<file path="src/rtl/core/cdq_pkg.sv">
// Package for the circular deque: widths, codes and item types.
package cdq_pkg;

  localparam int CAP_W     = 5;   // capacity and occupancy counters
  localparam int CAP_MAX   = 16;  // most elements one read-out may return
  localparam int CMD_W     = 3;
  localparam int WORD_W    = 32;
  localparam int STATUS_W  = 2;
  localparam int DEPTH_DEF = 16;

  typedef enum logic [CMD_W-1:0] {
    CMD_PUSH_FRONT = 3'd0,
    CMD_PUSH_REAR  = 3'd1,
    CMD_POP_FRONT  = 3'd2,
    CMD_POP_REAR   = 3'd3,
    CMD_READ_ALL   = 3'd4
  } cmd_t;

  typedef enum logic [STATUS_W-1:0] {
    ST_OK        = 2'd0,
    ST_OVERFLOW  = 2'd1,
    ST_UNDERFLOW = 2'd2,
    ST_EMPTY     = 2'd3
  } status_t;

  typedef enum logic [1:0] {
    S_IDLE  = 2'd0,
    S_FETCH = 2'd1,
    S_OUT   = 2'd2
  } state_t;

  typedef struct packed {
    logic [CMD_W-1:0]         cmd;
    logic signed [WORD_W-1:0] push_value;
  } req_t;

  typedef struct packed {
    logic [STATUS_W-1:0]      status;
    logic signed [WORD_W-1:0] data;
    logic                     last;
  } rsp_t;

endpackage

</file>
<file path="src/rtl/core/circular_deque.sv">
// Circular deque top level: ring store, pointers, command sequencer and result register.
//
// Double-ended queue of signed 32-bit words kept in a ring of capacity
// cfg_wdata slots (saturated to 1..min(DEPTH,16); a write also empties the
// deque, store contents are kept). Commands on req: push front/rear, pop
// front/rear, read out all. Each push or pop gives one rsp item; a read-out
// gives one item per stored element, front to rear, with last set on the
// final one, or a single EMPTY item when there is nothing stored. Codes 5..7
// are taken and dropped with no item. One command is handled at a time and
// req_ready is high only while idle. With rsp_ready held high, a push or a
// failed command passes accept and present, a successful pop accept, store
// read and present, and a read-out accept, then store read and present per
// element. These steps come from the single store read port with a
// registered output, and from the one shared index step unit that advances
// head, tail and the read-out pointer. There is no clearing pass after reset.
module circular_deque
  import cdq_pkg::*;
#(
  parameter int DEPTH = DEPTH_DEF
) (
  input  logic             clk,
  input  logic             rst,
  input  logic             cfg_we,
  input  logic [CAP_W-1:0] cfg_wdata,
  input  logic             req_valid,
  output logic             req_ready,
  input  req_t             req,
  output logic             rsp_valid,
  input  logic             rsp_ready,
  output rsp_t             rsp
);

  localparam int IW = $clog2(DEPTH);
  localparam logic [CAP_W-1:0] CapLimit = CAP_W'((DEPTH < CAP_MAX) ? DEPTH : CAP_MAX);

  // ring store, single write port, registered read
  logic [WORD_W-1:0] mem [DEPTH];
  logic [WORD_W-1:0] mem_q;

  state_t state, state_next;

  logic [IW-1:0]    head;
  logic [IW-1:0]    tail;
  logic [IW-1:0]    ptr;      // read-out position
  logic [CAP_W-1:0] occ;
  logic [CAP_W-1:0] cap;
  logic [CAP_W-1:0] sent;     // read-out items issued so far
  logic             scan;     // a read-out is in progress
  rsp_t             rsp_q;

  logic             req_fire;
  logic             rsp_fire;
  logic             scan_more;
  logic             is_push;
  logic             is_pop;
  logic             is_read;
  logic             use_tail;
  logic             full;
  logic             empty;
  logic [CAP_W-1:0] cap_sat;

  logic [IW-1:0]    step_idx;
  logic             step_dec;
  logic [IW-1:0]    step_nxt;

  logic             wr_en;
  logic [IW-1:0]    wr_addr;
  logic             rd_en;
  logic [IW-1:0]    rd_addr;

  assign req_ready = (state == S_IDLE);
  assign rsp_valid = (state == S_OUT);
  assign rsp       = rsp_q;

  assign req_fire  = req_valid && req_ready;
  assign rsp_fire  = rsp_valid && rsp_ready;
  assign scan_more = rsp_fire && scan && !rsp_q.last;

  assign is_push  = (req.cmd == CMD_PUSH_FRONT) || (req.cmd == CMD_PUSH_REAR);
  assign is_pop   = (req.cmd == CMD_POP_FRONT) || (req.cmd == CMD_POP_REAR);
  assign is_read  = (req.cmd == CMD_READ_ALL);
  assign use_tail = (req.cmd == CMD_PUSH_REAR) || (req.cmd == CMD_POP_REAR);
  assign full     = (occ >= cap);
  assign empty    = (occ == '0);

  // capacity write saturates into 1..CapLimit
  always_comb begin
    if (cfg_wdata == '0) begin
      cap_sat = CAP_W'(1);
    end else if (cfg_wdata > CapLimit) begin
      cap_sat = CapLimit;
    end else begin
      cap_sat = cfg_wdata;
    end
  end

  // shared step unit: head/tail while idle, read-out pointer otherwise
  always_comb begin
    if (state == S_IDLE) begin
      step_idx = use_tail ? tail : head;
      step_dec = (req.cmd == CMD_PUSH_FRONT) || (req.cmd == CMD_POP_REAR);
    end else begin
      step_idx = ptr;
      step_dec = 1'b0;
    end
  end

  cdq_ring_step #(
    .IW (IW)
  ) u_step (
    .idx (step_idx),
    .dec (step_dec),
    .cap (cap),
    .nxt (step_nxt)
  );

  // store ports; a push on an empty deque lands in slot 0
  assign wr_en   = req_fire && is_push && !full;
  assign wr_addr = empty ? '0 : step_nxt;
  assign rd_en   = (req_fire && (is_pop || is_read) && !empty) || scan_more;
  assign rd_addr = (state == S_IDLE) ? step_idx : ptr;

  always_ff @(posedge clk) begin
    if (wr_en) begin
      mem[wr_addr] <= req.push_value;
    end
    if (rd_en) begin
      mem_q <= mem[rd_addr];
    end
  end

  // sequencer
  always_ff @(posedge clk) begin
    if (rst) begin
      state <= S_IDLE;
    end else begin
      state <= state_next;
    end
  end

  always_comb begin
    state_next = state;
    unique case (state)
      S_IDLE: begin
        if (req_fire) begin
          if (is_push) begin
            state_next = S_OUT;
          end else if (is_pop || is_read) begin
            state_next = empty ? S_OUT : S_FETCH;
          end
        end
      end
      S_FETCH: state_next = S_OUT;
      S_OUT: begin
        if (rsp_fire) begin
          state_next = scan_more ? S_FETCH : S_IDLE;
        end
      end
      default: state_next = S_IDLE;
    endcase
  end

  // pointers, counters and result register
  always_ff @(posedge clk) begin
    if (rst) begin
      head <= '0;
      tail <= '0;
      ptr  <= '0;
      occ  <= '0;
      cap  <= CapLimit;
      sent <= '0;
      scan <= 1'b0;
    end else begin
      if (cfg_we) begin
        cap  <= cap_sat;
        head <= '0;
        tail <= '0;
        occ  <= '0;
      end
      if (req_fire) begin
        rsp_q.data <= '0;
        rsp_q.last <= 1'b1;
        scan       <= 1'b0;
        if (is_push) begin
          if (full) begin
            rsp_q.status <= ST_OVERFLOW;
          end else begin
            rsp_q.status <= ST_OK;
            occ          <= occ + CAP_W'(1);
            if (empty) begin
              head <= '0;
              tail <= '0;
            end else if (use_tail) begin
              tail <= step_nxt;
            end else begin
              head <= step_nxt;
            end
          end
        end else if (is_pop) begin
          if (empty) begin
            rsp_q.status <= ST_UNDERFLOW;
          end else begin
            rsp_q.status <= ST_OK;
            occ          <= occ - CAP_W'(1);
            if (occ == CAP_W'(1)) begin
              head <= '0;
              tail <= '0;
            end else if (use_tail) begin
              tail <= step_nxt;
            end else begin
              head <= step_nxt;
            end
          end
        end else if (is_read) begin
          if (empty) begin
            rsp_q.status <= ST_EMPTY;
          end else begin
            rsp_q.status <= ST_OK;
            scan         <= 1'b1;
            ptr          <= step_nxt;
            sent         <= CAP_W'(1);
          end
        end
      end
      if (state == S_FETCH) begin
        rsp_q.data <= mem_q;
        rsp_q.last <= !scan || (sent == occ);
      end
      if (scan_more) begin
        ptr  <= step_nxt;
        sent <= sent + CAP_W'(1);
      end
    end
  end

  // occupancy never passes the capacity in use
  a_occ_cap: assert property (@(posedge clk) disable iff (rst) occ <= cap)
    else $error("occupancy above capacity");

  // stored elements sit inside the ring in use
  a_ptr_range: assert property (@(posedge clk) disable iff (rst)
    !empty |-> ((CAP_W + IW)'(head) < (CAP_W + IW)'(cap))
            && ((CAP_W + IW)'(tail) < (CAP_W + IW)'(cap)))
    else $error("head or tail outside ring");

  // a successful pop removes exactly one element
  a_pop_count: assert property (@(posedge clk) disable iff (rst)
    req_fire && is_pop && !empty && !cfg_we |=> occ == $past(occ) - CAP_W'(1))
    else $error("pop did not decrement occupancy");

  // the final read-out item comes once every stored element has been sent
  a_scan_last: assert property (@(posedge clk) disable iff (rst)
    rsp_valid && scan && rsp_q.last |-> sent == occ)
    else $error("read-out ended early");

endmodule

</file>
<file path="src/rtl/core/cdq_ring_step.sv">
// Ring index step unit: moves a slot index one place up or down, wrapping at the capacity.
module cdq_ring_step
  import cdq_pkg::*;
#(
  parameter int IW = 4
) (
  input  logic [IW-1:0]    idx,
  input  logic             dec,
  input  logic [CAP_W-1:0] cap,
  output logic [IW-1:0]    nxt
);

  localparam int SW = ((IW > CAP_W) ? IW : CAP_W) + 1;

  logic [SW-1:0] idx_x;
  logic [SW-1:0] cap_x;
  logic [SW-1:0] inc;
  logic [SW-1:0] cap_m1;

  always_comb begin
    idx_x  = SW'(idx);
    cap_x  = SW'(cap);
    inc    = idx_x + SW'(1);
    cap_m1 = cap_x - SW'(1);
    if (dec) begin
      nxt = (idx == '0) ? cap_m1[IW-1:0] : idx - IW'(1);
    end else begin
      nxt = (inc >= cap_x) ? '0 : inc[IW-1:0];
    end
  end

endmodule
</file>
<file path="config.mk">
export PLATFORM = sky130hd
export DESIGN_NAME = circular_deque
export DESIGN_NICKNAME = d
export VERILOG_FILES = /design/src/rtl/core/cdq_pkg.sv /design/src/rtl/core/circular_deque.sv /design/src/rtl/core/cdq_ring_step.sv
export SDC_FILE = /design/constraint.sdc
export NUM_CORES = 1
export LEC_CHECK = 0
export ABC_CLOCK_PERIOD_IN_PS = 25600
export BUFFER_PORTS_ARGS = -buffer_cell sky130_fd_sc_hd__buf_2
export CAP_MARGIN = 20
export CORE_ASPECT_RATIO = 0.8
export CORE_UTILIZATION = 52
export DETAILED_ROUTE_END_ITERATION = 16
export GPL_ROUTABILITY_DRIVEN = 0
export PLACE_DENSITY = 0.69
export SETUP_SLACK_MARGIN = 0.5
export SLEW_MARGIN = 20
export SYNTH_ARGS = -nofsm -noshare
export SYNTH_HDL_FRONTEND = slang
export SYNTH_SLANG_ARGS = --single-unit
</file>
<file path="constraint.sdc">
create_clock -name clk -period 25.6 [get_ports clk]
set_clock_uncertainty 0.1 [all_clocks]
set_input_delay 5.12 -clock clk [delete_from_list [all_inputs] [get_ports clk]]
set_output_delay 5.12 -clock clk [all_outputs]
set_load 0.01 [all_outputs]
</file>
==> out/metrics.cfg, run 1 <==
[power]
power.density_mw_per_mm2 = 75.22
irDropWorstVdd_mv = 0.05128
p_leak_uw = 0.009811

[final_layout]
multi_input_area_sq_mm = 0.006190
fin_util = 0.6002
nets = 1527
regArea_sq_mm = 0.01799
layout-drive-gt1-share = 0.2112
area_delta_synth_final_pct = 12.95
fillerInstances = 3332

[grt]
grt_util_met2 = 0.3319
grt_pass1_wl_mm = 77.78
antenna_found_initial = 1
grt_start_max_net_pins = 137
use_met1 = 0.3196
gr-usage-met3 = 0.04569
grt_usage = 0.2167
top_usage_layer = met2
grt_overflow = 0
grt_pass1_vias = 12746

[setup_path]
worstSetupEndpointType = flop
timing.rr.start = state[1]$_SDFFE_PP0P_
ff2ff_path_depth = 15
critPathMaxStageDelay_ns = 1.00
cp_max_fo = 66
criticalPathCategory = input port to flop
ff2ff_setup_slack_ns = 18.79
crit_chain = buf_2, nor2b_1, mux2i_1, a21oi_4, buf_4, inv_1, ha_1, o21ai_1, a21oi_1, a222oi_1, inv_1, ha_1, o21ai_1, nand4_1, nor2_4
crit_arrival_ns = 11.11
cp_slowest_cell = nor2_4
crit_start = req[34]
r2r-end = mem[7][4]$_DFFE_PP_
crit_required_ns = 25.72
start_kind = input port

[route]
drt_iter0_markers = 1031
ant_nets = 0
viasPerCell = 6.083
drc = 0
dr_total_vias = 12895
routed_wl_mm = 51.32
wire_per_inst_um = 24.21
drt-pass1-iter-count = 6

[clock_tree]
cts_made_buffers = 57
cts-hold-fix-buffers = 0
post-cts-setup-buffers = 0
cts_resized = 0
clock_path_buffers = 3
clkLatencyLatePin_ns = 0.61
clkTransAtPathRegs_ns = 0.06
cts_sinks = 609
htree_num_levels = 2
cts_tree = yes
root_buffer = clkbuf_16

[synth]
synth_fa_ha_area_frac = 0.008689
syn_inst = 1362
synth_mux_area_frac = 0.1140
synth_top_family_by_area = multiplexers
ys_warn_count = 0
syn_nets = 1424
syn_avg_cell_area_sq_um = 17.97
yosysSeqAreaShare = 0.7348
synth-seq-cells = 609
synth-xor-area-share = 0.002862
yosysUniqueCellTypes = 72
synth_compound_area_frac = 0.07370
async_reset_ff_frac = 0
yosys.area_share.simple = 0.04615
synthFlopType = edfxtp_1
syn_area_sq_mm = 0.02448
synth_edf_count = 579

[placement]
dp_hpwl_mm = 29.80
dp_slack_ns = 13.83
portBuffers = 81

[floorplanning]
initial_utilization = 0.5314
dieHeight_um = 196.1
dieArea_sq_mm = 0.04795
core_area_sq_mm = 0.04607
num_rows = 70
ios = 82
die_w_um = 244.6

[sta]
setup_ws_ns = 14.61
final-max-slew-violation-count = 0
fmax_ghz = 0.09102
tightest_slew_ns = 1.108
setup_viol = 0
fin_tns_setup_ns = 0
max_slew_margin = 0.2613
rsz0062_at_grt = no
fin_crit_ns = 10.99
post-route-period-util = 0.4292
finalHoldViolations = 0

[min_path]
holdCritStartpoint = scan$_SDFFE_PP0P_
hold_path_depth = 2
hp-class = flop to flop
min_delay_worst_endpoint = scan$_SDFFE_PP0P_

[outcome]
status = finished clean

[flow_run]
cap_violations = 0

==> sequential cells by signal, summed over array words and instances (netlist names) <==
name and flops:
mem 512, rsp 35, mem_q 32, cap 5, occ 5, sent 5, head 4, ptr 4
tail 4, state 2, scan 1
==> kinds of logic after synthesis <==
kind of cell,Yosys count
flops,609
mux,198
simple gates,222
buf+inv,82
xor+xnor,8
fa+ha+maj,17
compound gates,226
==> Yosys cell counts (6+ instances only) <==
library cell | instances | share of area
inv_1 | 14 | 0.0021
a221oi_2 | 23 | 0.014
a221oi_1 | 42 | 0.015
dfxtp_1 | 30 | 0.025
nand3_1 | 14 | 0.0029
nand2b_1 | 7 | 0.0018
buf_6 | 11 | 0.0051
or3_1 | 6 | 0.0015
o21ai_1 | 33 | 0.0067
nand2_1 | 27 | 0.0041
o21ai_0 | 18 | 0.0037
and2_1 | 36 | 0.0092
clkbuf_1 | 36 | 0.0055
nand4_1 | 7 | 0.0018
buf_2 | 11 | 0.0022
mux4_2 | 64 | 0.059
nor2_1 | 82 | 0.013
nor3_1 | 10 | 0.0020
edfxtp_1 | 579 | 0.71
nor2b_1 | 6 | 0.0015
ha_1 | 17 | 0.0087
mux2i_1 | 131 | 0.054
a21oi_1 | 20 | 0.0041
a22oi_1 | 33 | 0.010
==> cells in the final DEF (no fill, tap or decap), types with 20 or more instances in the layout <==
master     instances
nand2_1           27
o21ai_1           33
nor2_1            73
mux2i_1          130
a221oi_2          23
clkbuf_16         57
dfxtp_1           30
a22oi_1           33
a221oi_1          42
mux4_2            64
buf_2             81
edfxtp_1         579
and2_1            36
buf_4             20
==> routing by layer <==
metal / share of wire / up-vias
li1: - / 5758
met1: 0.45 / 6619
met2: 0.46 / 444
met3: 0.072 / 74
met4: 0.017 / 0
met5: 0 / -
==> per-stage QoR <==
step | area, sq um | std cells | hold WS, ns | total power [uW]
after floorplan | 24480 | 1362 | 0.3465 | 1214
after global placement | 25570 | 2009 | 0.3658 | 1252
after detailed placement | 25600 | 2010 | 0.3699 | 1255
after CTS | 27440 | 2110 | 0.3788 | 2095
after global routing | 27650 | 2119 | 0.3908 | 2139
final | 27650 | 2120 | 0.3799 | 2080
==> worst max-delay path by stage <==
stage                                to  slack (ns)  cells past startpoint
finish              mem[7][4]$_DFFE_PP_       14.61                     15
global route        mem[7][6]$_DFFE_PP_       14.14                     14
CTS                 mem[2][5]$_DFFE_PP_       14.46                     16
detailed placement  mem[2][6]$_DFFE_PP_       13.83                     16
global placement    mem[1][3]$_DFFE_PP_       14.02                     16
floorplan           mem[8][0]$_DFFE_PP_       13.17                     16
==> final cells by class <==
type                            count  share of cell area
Inverter                           16            0.002625
Clock buffer                       64             0.05254
Multi-Input combinational cell    671              0.2239
Sequential cell                   609              0.6506
Antenna cell                        2           0.0001810
Timing Repair Buffer              110             0.02851
Clock inverter                     36             0.01403
Tap cell                          612             0.02769
==> report_power, final <==
part	switching, uW	leakage, uW	internal (uW)
Combinational	82.8	0.00345	51.6
Sequential	2.40	0.00546	1100
Clock	358	0.000904	487
==> worst max-delay path, delay by kind of cell <==
| kind | cells | cell delay, ns |
|---|---|---|
| simple gates | 3 | 2.18 |
| compound gates | 5 | 1.72 |
| buf+inv | 4 | 1.25 |
| fa+ha+maj | 2 | 0.56 |
| mux | 1 | 0.25 |
Power figures use the tool's default switching activity.
==> run 2, diff against run 1 <==
--- a/config.mk
+++ b/config.mk
@@ -5,14 +5,15 @@
 export SDC_FILE = /design/constraint.sdc
 export NUM_CORES = 1
 export LEC_CHECK = 0
-export ABC_CLOCK_PERIOD_IN_PS = 25600
+export ABC_AREA = 1
+export ABC_CLOCK_PERIOD_IN_PS = 9300
 export BUFFER_PORTS_ARGS = -buffer_cell sky130_fd_sc_hd__buf_2
 export CAP_MARGIN = 20
 export CORE_ASPECT_RATIO = 0.8
 export CORE_UTILIZATION = 52
 export DETAILED_ROUTE_END_ITERATION = 16
 export GPL_ROUTABILITY_DRIVEN = 0
-export PLACE_DENSITY = 0.69
+export PLACE_DENSITY = 0.71
 export SETUP_SLACK_MARGIN = 0.5
 export SLEW_MARGIN = 20
 export SYNTH_ARGS = -nofsm -noshare
==> constraint.sdc (replaced) <==
create_clock -name clk -period 9.3 [get_ports clk]
set_clock_uncertainty 0.1 [all_clocks]
set_input_delay 1.86 -clock clk [delete_from_list [all_inputs] [get_ports clk]]
set_output_delay 1.86 -clock clk [all_outputs]
set_load 0.01 [all_outputs]
==> run 2 against run 1 <==
Sequential share of layout area is 1.1 points lower. Non-clock buffer count down 4. Sequential cell count stayed put. Highest routed layer unchanged. Setup slack lost 12 ns. The run now ends with design-rule violations left. Critical path type unchanged.
==> out/metrics.cfg, run 2 <==
[clock_tree]
post-cts-setup-buffers = 0
cts-hold-fix-buffers = 0
cts_made_buffers = 57
clkLatencyLatePin_ns = 0.64
cts_sinks = 609
htree_num_levels = 2
cts_tree = yes
clkTransAtPathRegs_ns = 0.06
clock_path_buffers = 3
root_buffer = clkbuf_16
cts_resized = 0

[outcome]
status = complete, but fails checks
violations = design-rule violations

[placement]
portBuffers = 81
dp_hpwl_mm = 33.85

[route]
drt_iter0_markers = 1811
drt-pass1-iter-count = 12
drc = 6
viasPerCell = 5.993
dr_total_vias = 16030
wire_per_inst_um = 22.64
routed_wl_mm = 60.57
ant_nets = 0

[setup_path]
timing.rr.start = state[0]$_SDFFE_PP0P_
crit_chain = buf_2, inv_2, nand2_4, o21ai_0, nand2_1, nand2_8, inv_6, ha_1, xor2_1, inv_2, ha_1, a21oi_1, o221ai_1, a21oi_1, nand3_1, o21ai_1, nand4_1, nor2_4
path_delay_family = simple AND/OR/NAND/NOR gates
criticalPathCategory = input port to flop
ff2ff_setup_slack_ns = 3.23
worstSetupEndpointType = flop
r2r-end = mem[6][3]$_DFFE_PP_
crit_arrival_ns = 6.71
worst-path-buf-inv = 4
cp_max_fo = 141
ff2ff_path_depth = 15
cp_slowest_cell = nor2_4
start_kind = input port
critPathMaxStageDelay_ns = 1.01
crit_required_ns = 9.43

[grt]
grt_start_max_net_pins = 142
grt_usage = 0.2508
grt_pass1_wl_mm = 92.47
antenna_found_initial = 0
grt_pass1_vias = 15617
grt_overflow = 0

[final_layout]
regMostFlops = mem
n_antenna_cell = 0
layout-drive-gt1-share = 0.1815
area_delta_synth_final_pct = 12.63
largest_reg_flops = 512
nets = 2070
fillerInstances = 3584
mostFrequentLayoutCell = edfxtp_1
fin_util = 0.5961
final_cell_mix = edfxtp_1, nand2_1, nand3_1

[synth]
yosysUniqueCellTypes = 42
synth-seq-cells = 609
synth_most_common_cell = edfxtp_1
synthTopCellsByArea = edfxtp_1, nand2_1, o211ai_1
yosysTopAreaCell = edfxtp_1
yosysSeqAreaShare = 0.7205
synthFlopType = edfxtp_1
ys_warn_count = 0
syn_nets = 2022
synth_top_cell_area_share = 0.6965
syn_avg_cell_area_sq_um = 12.74
synth_edf_count = 579
syn_inst = 1960
syn_area_sq_mm = 0.02496
synthTopCellsByCount = edfxtp_1, nand2_1, nand3_1
async_reset_ff_frac = 0

[floorplanning]
dieHeight_um = 198.0
core_area_sq_mm = 0.04717
dieArea_sq_mm = 0.04889
initial_utilization = 0.5292
num_rows = 71
die_w_um = 247.0
ios = 82

[sta]
rsz0062_at_grt = no
final-max-slew-violation-count = 0
max_slew_margin = 0.2468
fin_tns_setup_ns = 0
fmax_ghz = 0.1518
fin_crit_ns = 6.586
finalHoldViolations = 0
tightest_slew_ns = 1.127
setup_viol = 0
post-route-period-util = 0.7081

[power]
irDropWorstVdd_mv = 0.1572
p_leak_uw = 0.009532
power.density_mw_per_mm2 = 253.1

[min_path]
hold_path_depth = 2
hp-class = flop to flop
holdCritStartpoint = scan$_SDFFE_PP0P_
min_delay_worst_endpoint = scan$_SDFFE_PP0P_

[flow_run]
cap_violations = 0

run 2: report_power, final:
part	switching, uW	internal (uW)	leakage (uW)	total [uW]
Clock	1030	1370	0.000931	2400
Combinational	1140	434	0.00313	1570
Sequential	24.5	3120	0.00547	3150
Total	2190	4920	0.00953	7120
run 2: stage by stage:
stage	power (uW)	cell area [sq um]	std cells	setup slack (ns)	hold WS [ns]
2_1_floorplan	4247	24960	1960	2.878	0.3453
3_3_place_gp	4702	25910	2558	1.947	0.3582
3_5_place_dp	4740	26020	2562	1.875	0.3602
4_1_cts	7110	27920	2668	2.511	0.3702
5_1_grt	7390	28120	2675	2.325	0.3891
6_report	7116	28120	2675	2.714	0.3720
run 2: worst max-delay path by stage:
stage | slack, ns | cells after the start | to | startpoint
after global routing | 2.33 | 18 | mem[6][8]$_DFFE_PP_ | req[34]
final | 2.71 | 18 | mem[6][3]$_DFFE_PP_ | req[34]
after floorplan | 2.88 | 18 | mem[10][0]$_DFFE_PP_ | req[32]
after global placement | 1.95 | 17 | mem[10][18]$_DFFE_PP_ | req[34]
after CTS | 2.51 | 17 | mem[14][9]$_DFFE_PP_ | req[34]
after detailed placement | 1.88 | 17 | mem[14][12]$_DFFE_PP_ | req[34]
run 2: logic make-up (layout without fill, tap and decap cells):
logic type	Yosys count	in the layout	share of synthesized area
flip-flops	609	609	0.7205
AND/OR/NAND/NOR	893	893	0.1723
adder cells (fa/ha/maj)	17	17	0.008520
AO/OA/AOI/OAI	225	225	0.06110
XOR/XNOR	9	9	0.003459
buffers and inverters	207	302	0.03408
run 2: area by class of cell:
cell class	instances	area [sq um]	share of cell area
inverter	90	342.8	0.01219
tap	620	775.7	0.02759
multi-input combinational	1144	6296	0.2239
sequential	609	17990	0.6397
clock buffer	67	1485	0.05282
timing repair buffer	106	805.8	0.02866
clock inverter	39	424.2	0.01509
run 2: worst reg2reg max path: cells and delay by family, from the launching register on:
kind                     cells  cell delay [ns]
AO/OA/AOI/OAI                4             0.86
XOR/XNOR                     1             0.23
adder cells (fa/ha/maj)      2             0.57
buffers and inverters        2             0.18
flip-flops                   1             0.33
AND/OR/NAND/NOR              6             3.41
run 2: layer usage:
metal	up-vias	wire length [um]	track usage
met5	-	0	0
met4	0	1242	0.06836
met3	94	5355	0.04541
met2	778	27550	0.3824
met1	7884	26420	0.3711
li1	7274	-	-
